$ cat config.mk
export PLATFORM = sky130hd
export DESIGN_NAME = obd_response_decoder
export DESIGN_NICKNAME = d
export VERILOG_FILES = /design/src/hw/rtl/obd_pkg.sv /design/src/hw/rtl/obd_response_decoder.sv
export SDC_FILE = /design/constraint.sdc
export NUM_CORES = 1
export LEC_CHECK = 0
export BUFFER_PORTS_ARGS = -buffer_cell sky130_fd_sc_hd__buf_2
export CORE_ASPECT_RATIO = 1.25
export CORE_MARGIN = 4
export CORE_UTILIZATION = 60
export DETAILED_ROUTE_END_ITERATION = 16
export GPL_ROUTABILITY_DRIVEN = 0
export PLACE_DENSITY = 0.79
export RECOVER_POWER = 50
export SYNTH_ARGS = -nofsm -noshare
export SYNTH_HDL_FRONTEND = slang
export SYNTH_SLANG_ARGS = --single-unit
export TNS_END_PERCENT = 5
$ cat constraint.sdc
create_clock -name clk -period 7.4 [get_ports clk]
set_input_delay 0.37 -clock clk [delete_from_list [all_inputs] [get_ports clk]]
set_output_delay 0.37 -clock clk [all_outputs]
set_load 0.05 [all_outputs]
$ cat src/hw/rtl/obd_pkg.sv
// Shared types and constants for the adapter reply decoder.
// Character codes, phase encodings and the decimal scale helper; no dependencies.
`timescale 1ns / 1ps

package obd_pkg;

    typedef enum logic [2:0] {
        NUM_SKIP,
        NUM_SIGNED,
        NUM_INT,
        NUM_FRAC,
        NUM_DONE
    } num_phase_t;

    // "410" as the three most recent hex characters, newest in the low byte
    localparam logic [23:0] PID_PREFIX       = 24'h343130;
    localparam logic [7:0]  CHAR_SPEED_PID   = 8'h43;
    localparam logic [7:0]  CHAR_COOLANT_PID = 8'h35;
    localparam logic [7:0]  CHAR_VOLT        = 8'h56;
    localparam logic [7:0]  CHAR_PLUS        = 8'h2B;
    localparam logic [7:0]  CHAR_MINUS       = 8'h2D;
    localparam logic [7:0]  CHAR_POINT       = 8'h2E;
    localparam logic [7:0]  CHAR_SPACE       = 8'h20;
    localparam logic [7:0]  CHAR_TAB         = 8'h09;
    localparam logic [7:0]  CHAR_CR          = 8'h0D;

    localparam logic [2:0]  SPEED_SEARCH     = 3'd0;
    localparam logic [2:0]  SPEED_DONE       = 3'd5;
    localparam logic [1:0]  COOLANT_SEARCH   = 2'd0;
    localparam logic [1:0]  COOLANT_DONE     = 2'd3;

    localparam logic [15:0] MAG_CAP          = 16'd32768;
    localparam logic [15:0] POS_MAX          = 16'd32767;
    localparam logic [8:0]  COOLANT_OFFSET   = 9'd40;

    function automatic logic [9:0] pow10(input logic [1:0] n);
        logic [9:0] r;
        begin
            case (n)
                2'd0:    r = 10'd1;
                2'd1:    r = 10'd10;
                2'd2:    r = 10'd100;
                default: r = 10'd1000;
            endcase
            return r;
        end
    endfunction

endpackage

$ cat src/hw/rtl/obd_response_decoder.sv
// Top level of the adapter reply decoder: input register, per-character state
// update and result register. Depends on obd_pkg.
`timescale 1ns / 1ps

// Takes one reply character per item and sustains one item per clock while
// reply_stall is low. Each item waits in the input register while the scanners
// update; the item marked end_of_reply loads the result register as it leaves
// the input register, and all scanner state clears. Only the input register and
// one result register lie between the two sides: a waiting result stalls the input
// only when the next end-of-reply character reaches the input register.
// FRACTION_DIGITS (0 to 3) sets the decimal scale of supply_centivolts.
module obd_response_decoder
    import obd_pkg::*;
#(
    parameter int FRACTION_DIGITS = 2
)
(
    input  logic               clk,
    input  logic               rst_n,
    input  logic               reply_valid,
    output logic               reply_stall,
    input  logic [7:0]         reply_byte,
    input  logic               end_of_reply,
    output logic               result_valid,
    input  logic               result_stall,
    output logic [13:0]        engine_speed,
    output logic               speed_found,
    output logic signed [8:0]  coolant_celsius,
    output logic               coolant_found,
    output logic signed [15:0] supply_centivolts,
    output logic               supply_found
);

    localparam logic [9:0] SCALE   = pow10(FRACTION_DIGITS[1:0]);
    localparam logic [2:0] FRAC_MAX = 3'(FRACTION_DIGITS);

    // input register
    logic        in_valid_reg;
    logic [7:0]  in_byte_reg;
    logic        in_last_reg;

    // scanner state
    logic [23:0] recent_reg, recent_next;
    logic [2:0]  speed_phase_reg, speed_phase_next;
    logic [15:0] speed_acc_reg, speed_acc_next;
    logic [1:0]  cool_phase_reg, cool_phase_next;
    logic [7:0]  cool_acc_reg, cool_acc_next;
    num_phase_t  num_phase_reg, num_phase_next;
    logic        num_neg_reg, num_neg_next;
    logic [15:0] num_acc_reg, num_acc_next;
    logic [1:0]  frac_cnt_reg, frac_cnt_next;
    logic        volt_reg, volt_next;

    // result register
    logic        result_valid_reg;
    logic [13:0] speed_out_reg;
    logic        speed_found_reg;
    logic [8:0]  cool_out_reg;
    logic        cool_found_reg;
    logic [15:0] supply_out_reg;
    logic        supply_found_reg;

    logic        advance;
    logic        is_dec, is_hex, is_space, is_sign, is_point;
    logic [3:0]  hex_val;
    logic        prefix_hit;
    logic        take_int, take_frac;
    logic [1:0]  frac_exp;
    logic [9:0]  frac_weight;
    logic [19:0] int_sum;
    logic [16:0] frac_sum;
    logic [15:0] supply_val;

    assign advance     = in_valid_reg && (!in_last_reg || !result_valid_reg || !result_stall);
    assign reply_stall = in_valid_reg && !advance;

    always_ff @(posedge clk or negedge rst_n)
    begin
        if (!rst_n)
        begin
            in_valid_reg <= 1'b0;
        end
        else if (!reply_stall)
        begin
            in_valid_reg <= reply_valid;
        end
    end

    always_ff @(posedge clk)
    begin
        if (reply_valid && !reply_stall)
        begin
            in_byte_reg <= reply_byte;
            in_last_reg <= end_of_reply;
        end
    end

    // character classes
    always_comb
    begin
        is_dec   = (in_byte_reg >= 8'h30) && (in_byte_reg <= 8'h39);
        is_hex   = is_dec
                || ((in_byte_reg >= 8'h61) && (in_byte_reg <= 8'h66))
                || ((in_byte_reg >= 8'h41) && (in_byte_reg <= 8'h46));
        is_space = (in_byte_reg == CHAR_SPACE)
                || ((in_byte_reg >= CHAR_TAB) && (in_byte_reg <= CHAR_CR));
        is_sign  = (in_byte_reg == CHAR_PLUS) || (in_byte_reg == CHAR_MINUS);
        is_point = (in_byte_reg == CHAR_POINT);
        hex_val  = is_dec ? in_byte_reg[3:0] : in_byte_reg[3:0] + 4'd9;
    end

    // hex substream scanners
    always_comb
    begin
        prefix_hit       = (recent_reg == PID_PREFIX);
        recent_next      = recent_reg;
        speed_phase_next = speed_phase_reg;
        speed_acc_next   = speed_acc_reg;
        cool_phase_next  = cool_phase_reg;
        cool_acc_next    = cool_acc_reg;
        if (is_hex)
        begin
            recent_next = {recent_reg[15:0], in_byte_reg};
            if (speed_phase_reg == SPEED_SEARCH)
            begin
                if (prefix_hit && (in_byte_reg == CHAR_SPEED_PID))
                    speed_phase_next = 3'd1;
            end
            else if (speed_phase_reg != SPEED_DONE)
            begin
                speed_acc_next   = {speed_acc_reg[11:0], hex_val};
                speed_phase_next = speed_phase_reg + 3'd1;
            end
            if (cool_phase_reg == COOLANT_SEARCH)
            begin
                if (prefix_hit && (in_byte_reg == CHAR_COOLANT_PID))
                    cool_phase_next = 2'd1;
            end
            else if (cool_phase_reg != COOLANT_DONE)
            begin
                cool_acc_next   = {cool_acc_reg[3:0], hex_val};
                cool_phase_next = cool_phase_reg + 2'd1;
            end
        end
    end

    // leading number: phase
    always_comb
    begin
        num_phase_next = num_phase_reg;
        unique case (num_phase_reg)
            NUM_SKIP:
            begin
                if (is_space)
                    num_phase_next = NUM_SKIP;
                else if (is_sign)
                    num_phase_next = NUM_SIGNED;
                else if (is_dec)
                    num_phase_next = NUM_INT;
                else if (is_point)
                    num_phase_next = NUM_FRAC;
                else
                    num_phase_next = NUM_DONE;
            end
            NUM_SIGNED, NUM_INT:
            begin
                if (is_dec)
                    num_phase_next = NUM_INT;
                else if (is_point)
                    num_phase_next = NUM_FRAC;
                else
                    num_phase_next = NUM_DONE;
            end
            NUM_FRAC:
            begin
                if (!is_dec)
                    num_phase_next = NUM_DONE;
            end
            NUM_DONE:
                num_phase_next = NUM_DONE;
            default:
                num_phase_next = num_phase_reg;
        endcase
    end

    // leading number: magnitude, sign, fraction digits
    always_comb
    begin
        take_int    = is_dec && ((num_phase_reg == NUM_SKIP) || (num_phase_reg == NUM_SIGNED)
                                 || (num_phase_reg == NUM_INT));
        take_frac   = is_dec && (num_phase_reg == NUM_FRAC) && ({1'b0, frac_cnt_reg} < FRAC_MAX);
        frac_exp    = 2'(FRAC_MAX - 3'd1) - frac_cnt_reg;
        frac_weight = pow10(frac_exp);
        int_sum     = ({4'b0, num_acc_reg} << 3) + ({4'b0, num_acc_reg} << 1)
                    + 20'(14'(in_byte_reg[3:0] * SCALE));
        frac_sum    = {1'b0, num_acc_reg} + 17'(14'(in_byte_reg[3:0] * frac_weight));

        num_neg_next  = num_neg_reg;
        num_acc_next  = num_acc_reg;
        frac_cnt_next = frac_cnt_reg;
        if ((num_phase_reg == NUM_SKIP) && is_sign)
            num_neg_next = (in_byte_reg == CHAR_MINUS);
        if (take_int)
            num_acc_next = (int_sum > 20'(MAG_CAP)) ? MAG_CAP : int_sum[15:0];
        if (take_frac)
        begin
            frac_cnt_next = frac_cnt_reg + 2'd1;
            num_acc_next  = (frac_sum > 17'(MAG_CAP)) ? MAG_CAP : frac_sum[15:0];
        end
        volt_next = volt_reg || (in_byte_reg == CHAR_VOLT);

        if (num_neg_next)
            supply_val = 16'd0 - num_acc_next;
        else
            supply_val = (num_acc_next > POS_MAX) ? POS_MAX : num_acc_next;
    end

    always_ff @(posedge clk or negedge rst_n)
    begin
        if (!rst_n)
        begin
            recent_reg      <= '0;
            speed_phase_reg <= SPEED_SEARCH;
            speed_acc_reg   <= '0;
            cool_phase_reg  <= COOLANT_SEARCH;
            cool_acc_reg    <= '0;
            num_phase_reg   <= NUM_SKIP;
            num_neg_reg     <= 1'b0;
            num_acc_reg     <= '0;
            frac_cnt_reg    <= '0;
            volt_reg        <= 1'b0;
        end
        else if (advance)
        begin
            if (in_last_reg)
            begin
                recent_reg      <= '0;
                speed_phase_reg <= SPEED_SEARCH;
                speed_acc_reg   <= '0;
                cool_phase_reg  <= COOLANT_SEARCH;
                cool_acc_reg    <= '0;
                num_phase_reg   <= NUM_SKIP;
                num_neg_reg     <= 1'b0;
                num_acc_reg     <= '0;
                frac_cnt_reg    <= '0;
                volt_reg        <= 1'b0;
            end
            else
            begin
                recent_reg      <= recent_next;
                speed_phase_reg <= speed_phase_next;
                speed_acc_reg   <= speed_acc_next;
                cool_phase_reg  <= cool_phase_next;
                cool_acc_reg    <= cool_acc_next;
                num_phase_reg   <= num_phase_next;
                num_neg_reg     <= num_neg_next;
                num_acc_reg     <= num_acc_next;
                frac_cnt_reg    <= frac_cnt_next;
                volt_reg        <= volt_next;
            end
        end
    end

    always_ff @(posedge clk or negedge rst_n)
    begin
        if (!rst_n)
        begin
            result_valid_reg <= 1'b0;
        end
        else if (advance && in_last_reg)
        begin
            result_valid_reg <= 1'b1;
        end
        else if (!result_stall)
        begin
            result_valid_reg <= 1'b0;
        end
    end

    always_ff @(posedge clk)
    begin
        if (advance && in_last_reg)
        begin
            speed_found_reg  <= (speed_phase_next == SPEED_DONE);
            speed_out_reg    <= (speed_phase_next == SPEED_DONE) ? speed_acc_next[15:2] : '0;
            cool_found_reg   <= (cool_phase_next == COOLANT_DONE);
            cool_out_reg     <= (cool_phase_next == COOLANT_DONE)
                              ? ({1'b0, cool_acc_next} - COOLANT_OFFSET) : '0;
            supply_found_reg <= volt_next;
            supply_out_reg   <= volt_next ? supply_val : '0;
        end
    end

    assign result_valid      = result_valid_reg;
    assign engine_speed      = speed_out_reg;
    assign speed_found       = speed_found_reg;
    assign coolant_celsius   = cool_out_reg;
    assign coolant_found     = cool_found_reg;
    assign supply_centivolts = supply_out_reg;
    assign supply_found      = supply_found_reg;

endmodule
==> summary.md, run 1 <==
The first routing iteration left 730 violations. The share of total power in combinational logic is 0.141, and the time the final worst path needs with I/O delays and setup is 6930 ps. Summing all non-filler instances in the final layout gives an area of 10,600 µm².

The final worst-path cycle share was 0.937; the effective utilization at floorplan was 0.612. The required time of the critical path is 7600 ps, and the growth of design area from synthesis to finish is 11.2%. The register with the most flip-flops in the layout has 24 of them.

The tools report the via count of the first global-routing pass as 7,898. The worst setup path is of the reg2reg kind. Entering global routing, the biggest net connects 79 pins.

The complex-gate fraction of the synthesized area is 0.215. The number of detailed-routing iterations run before antenna repair was 5. Post-route clock skew: 12.0 ps.

The logs give 124 for the number of pins with negative max-slew slack in the final report and 2 for the count of maximum capacitance violations. Sequential group share of total power: 0.399. The nature of the critical path endpoint was a flip-flop. The library cell occupying the most area in the post-synthesis netlist was sky130_fd_sc_hd__dfrtp_1. The tools report the total of endpoints with negative setup slack in the final report as 0. The final hold violation count was 0. Counting the buffers created by CTS gives 17. The die footprint was 18,000 µm²; the areal power density over the cells was 183 nW/µm². The top fanout value on the critical path was 8; the TritonCTS sink count was 129. Cell chosen for the clock root: sky130_fd_sc_hd__clkbuf_16. The standard cell with the maximum stage delay on the critical path is sky130_fd_sc_hd__fa_1.

The first global-routing pass estimated 39,400 µm of wire. The run finished, with violations left. STA classifies the critical path startpoint as a flip-flop. The slew at the pin with the worst max-slew slack works out to 4210 ps. The total vias in the final route was 8,036. The portion of synthesized cell area occupied by the leading cell type works out to 0.204. The analysis attributes to net switching a power of 0.000557 W.

The clock share of power came out at 0.460. By area, the combinational part of the netlist is dominated by compound AO/OA/AOI/OAI gates. In the final design database the tool counted 1,186 nets. Setup total negative slack on the finished layout was measured at 0 ps.

Most common cell in the netlist: sky130_fd_sc_hd__nand2_1. The run gives 17,700 µm as the placed wire-length estimate. The number of distinct library cells after synthesis is 77. During synthesis, Yosys emitted a total of 0 warnings.

The vertical die dimension was 149 µm. The number of buffer cells added on primary ports works out to 56. Worst-case headroom to the max-slew limit: -1.81. Counting stages on the worst path, the most repeated cell is sky130_fd_sc_hd__inv_1. The number of antenna violations at the first check in global routing was 0; the summed instance area of the synthesized netlist was 9560 µm². The gate count after technology mapping is 1,012. The synthesized area per cell works out to 9.45 µm². Sorting the synthesized cells by area gives the leading types as sky130_fd_sc_hd__dfrtp_1, sky130_fd_sc_hd__edfxtp_1, sky130_fd_sc_hd__ha_1, sky130_fd_sc_hd__fa_1, sky130_fd_sc_hd__nand2_1.

The stage delay of the slowest cell on the critical path is 510 ps, and the post-CTS setup-driven buffer insertion count is 0. Number of remaining DRC errors: 0. The count of instances resized after the clock tree is built was 0. The region available for standard cell placement spans 15,600 µm². In this run the core area contains 51 standard-cell rows. The repair_antennas step left the layout with diodes totalling 0.

Setup repair after global routing left no endpoint under its margin. Synthesized-area fraction occupied by and/or/nand/nor cells: 0.152. The run gives 57 as the number of top-level design ports.

After global routing the overflow that remains totals 0. The count of nets left with antenna violations once routing finished came out at 0. The layout filler cell count is 1,252.

TritonCTS built the clock tree. Post-synthesis adder-cell area fraction: 0.171. The switching share of total power was 0.287; the global-route usage over all layers was 0.276. The routed design has 24,200 µm of wire.

After clock tree synthesis, the clock-pin slew on the worst setup and hold paths is 70 ps. Measured along the x axis, the die boundary spans 121 µm. Flip-flop cell with the highest count after synthesis: sky130_fd_sc_hd__dfrtp_1. The path type of the worst min-delay path is in2reg.

The proportion of synthesized flip-flops having asynchronous set or reset came out at 0.605. The average routed wire per standard cell works out to 18.8 µm. Total power for the finished layout comes to 0.00194 W. The flop and latch count out of synthesis was 129. The layout cell share with drive strength beyond 1 was 0.0771; the post-cts hold buffer count was 0. The parity-gate share of the synthesized area counting xor and xnor cells came out at 0.0311. The run gives 0.144 GHz as the maximum achievable frequency.

The synthesized design contains 51 enable-type register cells. The vias per cell was 6.24; the core occupancy in the finished layout was 0.680. In this run the deepest clock path goes through 2 buffers. Data arrives at the worst endpoint at 7130 ps.

The checks that failed: capacitance limit, slew limit. The total nets after synthesis is 1,135, and the cell-internal power is 0.00139 W. The maximum VDD drop was 0.166 mV; the multiplexer fraction of the synthesized cell area was 0.0152. At the later pin of the worst-skew pair, clock insertion delay measures 440 ps. The tools report the part of the Yosys area used for sequential elements as 0.364. Summed over all cells, the static leakage comes to 4.89 nW. Once placement finished, the instance area stood at 10,100 µm². By count the netlist is led by sky130_fd_sc_hd__nand2_1, sky130_fd_sc_hd__inv_1, sky130_fd_sc_hd__dfrtp_1. Level count of the clock H-tree: 4.
-- routing by layer --
metal	part of all wire	vias to the layer above	GRT usage
met3	0.050	99	0.0482
met5	0	-	0
li1	-	3761	-
met1	0.39	3878	0.324
met4	0.054	0	0.163
met2	0.50	298	0.473
-- worst max-delay path, delay by kind of cell, from the launching register on --
family,cells,cell delay [ps]
simple gates,8,1680
mux,3,610
fa+ha+maj,6,2130
flops,1,470
buf+inv,6,470
compound gates,6,1340
-- per-stage QoR --
step	hold slack [ps]	cells	worst slack, ps
3_3_place_gp	463	1256	541
5_1_grt	109	1288	73.2
6_report	113	1288	467
3_5_place_dp	472	1256	306
4_1_cts	107	1288	324
2_1_floorplan	74.4	1012	970
-- cells in the final DEF, fill, tap and decap left out, types with 7 or more instances in the layout --
cell type / instances
sky130_fd_sc_hd__nand2b_1: 7
sky130_fd_sc_hd__inv_1: 98
sky130_fd_sc_hd__edfxtp_1: 51
sky130_fd_sc_hd__clkbuf_16: 17
sky130_fd_sc_hd__a211oi_1: 9
sky130_fd_sc_hd__buf_4: 9
sky130_fd_sc_hd__or2_2: 8
sky130_fd_sc_hd__fa_1: 33
sky130_fd_sc_hd__clkbuf_1: 46
sky130_fd_sc_hd__nand3_1: 25
sky130_fd_sc_hd__o31a_1: 7
sky130_fd_sc_hd__a22o_1: 45
sky130_fd_sc_hd__and2_1: 18
sky130_fd_sc_hd__a21oi_1: 61
sky130_fd_sc_hd__xor2_1: 11
sky130_fd_sc_hd__dfrtp_1: 78
sky130_fd_sc_hd__a31oi_1: 11
sky130_fd_sc_hd__nor2_1: 56
sky130_fd_sc_hd__xnor2_1: 23
sky130_fd_sc_hd__buf_2: 11
sky130_fd_sc_hd__o31ai_1: 7
sky130_fd_sc_hd__o21ai_0: 49
sky130_fd_sc_hd__o22ai_1: 9
sky130_fd_sc_hd__nor3_1: 13
sky130_fd_sc_hd__a21o_1: 17
sky130_fd_sc_hd__nand4_1: 12
sky130_fd_sc_hd__nand2_1: 112
sky130_fd_sc_hd__mux2i_1: 10
sky130_fd_sc_hd__o21ai_1: 7
sky130_fd_sc_hd__ha_1: 77
sky130_fd_sc_hd__and3_1: 14
-- cells by family (layout without fill, tap and decap cells) --
group	count (synthesis)	count (layout)
compound gates	291	291
xor+xnor	34	34
fa+ha+maj	111	111
buf+inv	133	197
flops	129	129
mux	14	14
simple gates	300	300
-- path summary, 6_finish.rpt --
kind,start,end,slack (ps),cells past startpoint
setup / recovery,frac_cnt_reg[0],supply_centivolts[12],470,29
hold / removal,reply_byte[3],in_byte_reg[3],110,1
setup reg to reg,frac_cnt_reg[0],supply_centivolts[12],470,29
hold reg to reg,cool_acc_reg[4],cool_acc_reg[4],490,2
max in group asynchronous,rst_n,num_acc_reg[2],3600,1
min in group asynchronous,rst_n,recent_reg[14],1400,1
-- layout make-up --
cell class	count	area, µm²	share of cell area
sequential	129	3480	0.328
clock buffer	17	425	0.0400
tap	212	265	0.0250
timing repair buffer	66	295	0.0278
multi-input combinational	750	5590	0.526
inverter	99	372	0.0350
clock inverter	15	198	0.0186
-- power by group through the flow --
stage / sequential, W / combinational [W] / clock [W]
detailed placement: 0.000788 / 0.000272 / 0
global route: 0.000777 / 0.000301 / 0.000937
global placement: 0.000788 / 0.000267 / 0
finish: 0.000776 / 0.000275 / 0.000894
CTS: 0.000774 / 0.000274 / 0.000899
floorplan: 0.000814 / 0.000173 / 0
No activity file was read; power rests on OpenSTA's default activity.
==> run 2, diff against run 1 <==
ABC_AREA = 1   (was unset)
CAP_MARGIN = 0   (was unset)
==> summary.md, run 2 <==
The placed instances occupy a cell area of 10,700 µm². For the number of top-level design ports, the log shows 57. Proportion of synthesized flip-flops having asynchronous set or reset: 0.605.

The tools report the number of pins with negative max-slew slack in the final report as 127. The via count of the first global-routing pass is 9,112. The layer flagged by global routing as most heavily used is met2. After layout, the design draws a total of 0.00191 W.

The number of antenna violations at the first check in global routing was 0. The run gives 9,228 as the total vias in the final route. The average routed wire per standard cell is 15.1 µm, and the total length of routed wires is 25,400 µm. The met1 global-route usage is 0.312. The most common cell after layout, fill and taps aside is sky130_fd_sc_hd__nand2_1. Yosys attributes the largest share of cell area to sky130_fd_sc_hd__dfrtp_1, sky130_fd_sc_hd__edfxtp_1, sky130_fd_sc_hd__nand2_1, sky130_fd_sc_hd__inv_1, sky130_fd_sc_hd__ha_1. Startpoint type of the worst setup path: a flip-flop.

The clock passes through at most 2 buffers. The global-route usage over all layers was 0.269. The synthesized design spends more area on one cell type than any other, namely sky130_fd_sc_hd__dfrtp_1. The slowest stage of the critical path belongs to the cell sky130_fd_sc_hd__edfxtp_1.

The logs give 17 for the number of buffers added by the clock tree synthesis step and 0 for the post-cts hold buffer count. Yosys mapped a number of flops with a built-in enable equal to 51. By instance count, the cell type seen most on the critical path is sky130_fd_sc_hd__nand3_1.

By count the netlist is led by sky130_fd_sc_hd__nand2_1, sky130_fd_sc_hd__inv_1, sky130_fd_sc_hd__nor2_1. The area growth from synthesis to layout is 8.77%. The worst-case headroom to the max-slew limit is -1.83, and the number of flip-flops under the largest register name is 24.

The floorplan has 53 rows. The finished layout cell area is 11,200 µm², and the portion of synthesized cell area occupied by the leading cell type is 0.189. Dividing total power by cell area gives a power density of 170 nW/µm². The tree is rooted in a sky130_fd_sc_hd__clkbuf_16. For the final routed database, the setup TNS stands at 0 ps. The first global-routing pass estimated 42,400 µm of wire. The worst setup path is captured at a flip-flop.

Setup repair after global routing left no endpoint under its margin. The logs give 7570 ps for the required time of the critical path and 10,300 µm² for the summed instance area of the synthesized netlist. For this run the aggregate overflow at the end of global routing stands at 0. The layout cell share with drive strength beyond 1 was 0.0720; the arrival time of data at the critical path endpoint was 6110 ps. The overall die width is 125 µm, and the final antenna diode count is 0. The time the final worst path needs with I/O delays and setup was 5940 ps; the stage delay of the slowest cell on the critical path was 670 ps. The tools report the area inside the core boundary as 16,800 µm². Setup violations remaining at the end of the flow were counted as 0. The part of the Yosys area used for sequential elements is 0.337, and the level count of the clock H-tree is 4.

The most common cell in the netlist is sky130_fd_sc_hd__nand2_1. In the routed layout, each cell is associated on average with a via count of 5.50. The worst setup path is of the reg2reg kind.

The tools report the met2 track utilization from global routing as 0.471. The run finished, with violations left. The net count of the finished layout is 1,569.

In the layout the commonest cells are sky130_fd_sc_hd__nand2_1, sky130_fd_sc_hd__inv_1, sky130_fd_sc_hd__nor2_1. In this run the static leakage power is 5.82 nW. The HPWL after detailed placement is 19,300 µm. The final reports fail on capacitance limit, slew limit. The number of distinct library cells after synthesis was 47; the effective utilization at floorplan was 0.613.

Entering global routing, the biggest net connects 79 pins. In this run the vertical extent of the chip is 155 µm. The logs give 19,400 µm² for the die footprint and 0 for the count of instances resized after the clock tree is built. In this run, the number of DRC markers left after iteration 0 of detailed routing was 634. The final hold violation count was 0. The count of warnings emitted by yosys came out at 0. At the pin with the least slew margin, the transition time is 4240 ps.

Across the VDD grid, the largest voltage drop is 0.204 mV. The later pin in the worst-skew pair is clocked with a latency of 430 ps. The most used flip-flop cell after synthesis is sky130_fd_sc_hd__dfrtp_1. The final worst-path cycle share was 0.802. Before antenna repair, the detailed router went through 6 iterations. Synthesis produced 1,398 cells. After detailed routing, the number of remaining DRC violations is 0.

The maximum achievable frequency came out at 0.168 GHz. The total nets after synthesis was 1,521. The clock drives 129 sinks. TritonCTS built the clock tree. The count of nets left with antenna violations once routing finished came out at 0. The synthesized area per cell was 7.39 µm²; the post-route clock skew was 11.0 ps. Path type of the worst min-delay path: in2reg.

The number of buffer cells added on primary ports is 56, and the flop and latch count out of synthesis is 129. Clock-pin slew was measured on the worst setup and hold paths at 60 ps. The global-route met3 utilization was 0.0418. In this run the worst path has a maximum fanout of 13. Across the run, the number of max-cap violations was 2. Buffers added to address setup during post-CTS repair amount to 0.
-- run 2: report_power, final --
group | switching, W | internal [W] | total (W)
Combinational | 0.000239 | 0.0000887 | 0.000328
Clock | 0.000329 | 0.000468 | 0.000796
Sequential | 0.0000173 | 0.000767 | 0.000784
Total | 0.000585 | 0.00132 | 0.00191
-- run 2: layout make-up --
class                           count  area [µm²]
Sequential cell                   129        3480
Multi-Input combinational cell    950        5580
Fill cell                        1449        5610
Inverter                          289        1090
Tap cell                          220         275
Clock inverter                     13         129
Clock buffer                       19         433
Timing Repair Buffer               59         244
-- run 2: metrics by stage --
step                instances  utilization  setup slack, ps  hold slack (ps)
floorplan                1398            -             2340             74.4
global placement         1647        0.638             1790              463
detailed placement       1647        0.638             1630              470
CTS                      1679        0.671             1610              112
global route             1679        0.667             1050              112
finish                   1679        0.667             1460              125
-- run 2: cells by family after synthesis --
logic type | share of synthesized area
XOR/XNOR | 0.00594
AO/OA/AOI/OAI | 0.107
AND/OR/NAND/NOR | 0.271
adder cells (fa/ha/maj) | 0.157
buffers and inverters | 0.121
flip-flops | 0.337
-- run 2: worst paths after layout --
path | from | endpoint | slack [ps] | cells past startpoint
setup / recovery | in_byte_reg[0] | supply_centivolts[8] | 1460 | 26
hold / removal | reply_byte[3] | in_byte_reg[3] | 120 | 1
setup reg to reg | in_byte_reg[0] | supply_centivolts[8] | 1460 | 26
hold reg to reg | cool_acc_reg[5] | cool_acc_reg[5] | 480 | 2
max in group asynchronous | rst_n | num_acc_reg[0] | 3570 | 1
min in group asynchronous | rst_n | recent_reg[15] | 1430 | 1
-- run 2: per-layer routing --
metal	wire length [µm]	vias up
met2	12700	317
met3	1150	99
met1	10100	4248
li1	-	4564
met5	0	-
met4	1440	0
-- run 2: critical path: cells and delay by family, from the launching register on --
kind | cells | cell delay (ps)
flip-flops | 1 | 670
adder cells (fa/ha/maj) | 6 | 2090
XOR/XNOR | 1 | 190
buffers and inverters | 1 | 190
AO/OA/AOI/OAI | 4 | 1030
AND/OR/NAND/NOR | 14 | 1520
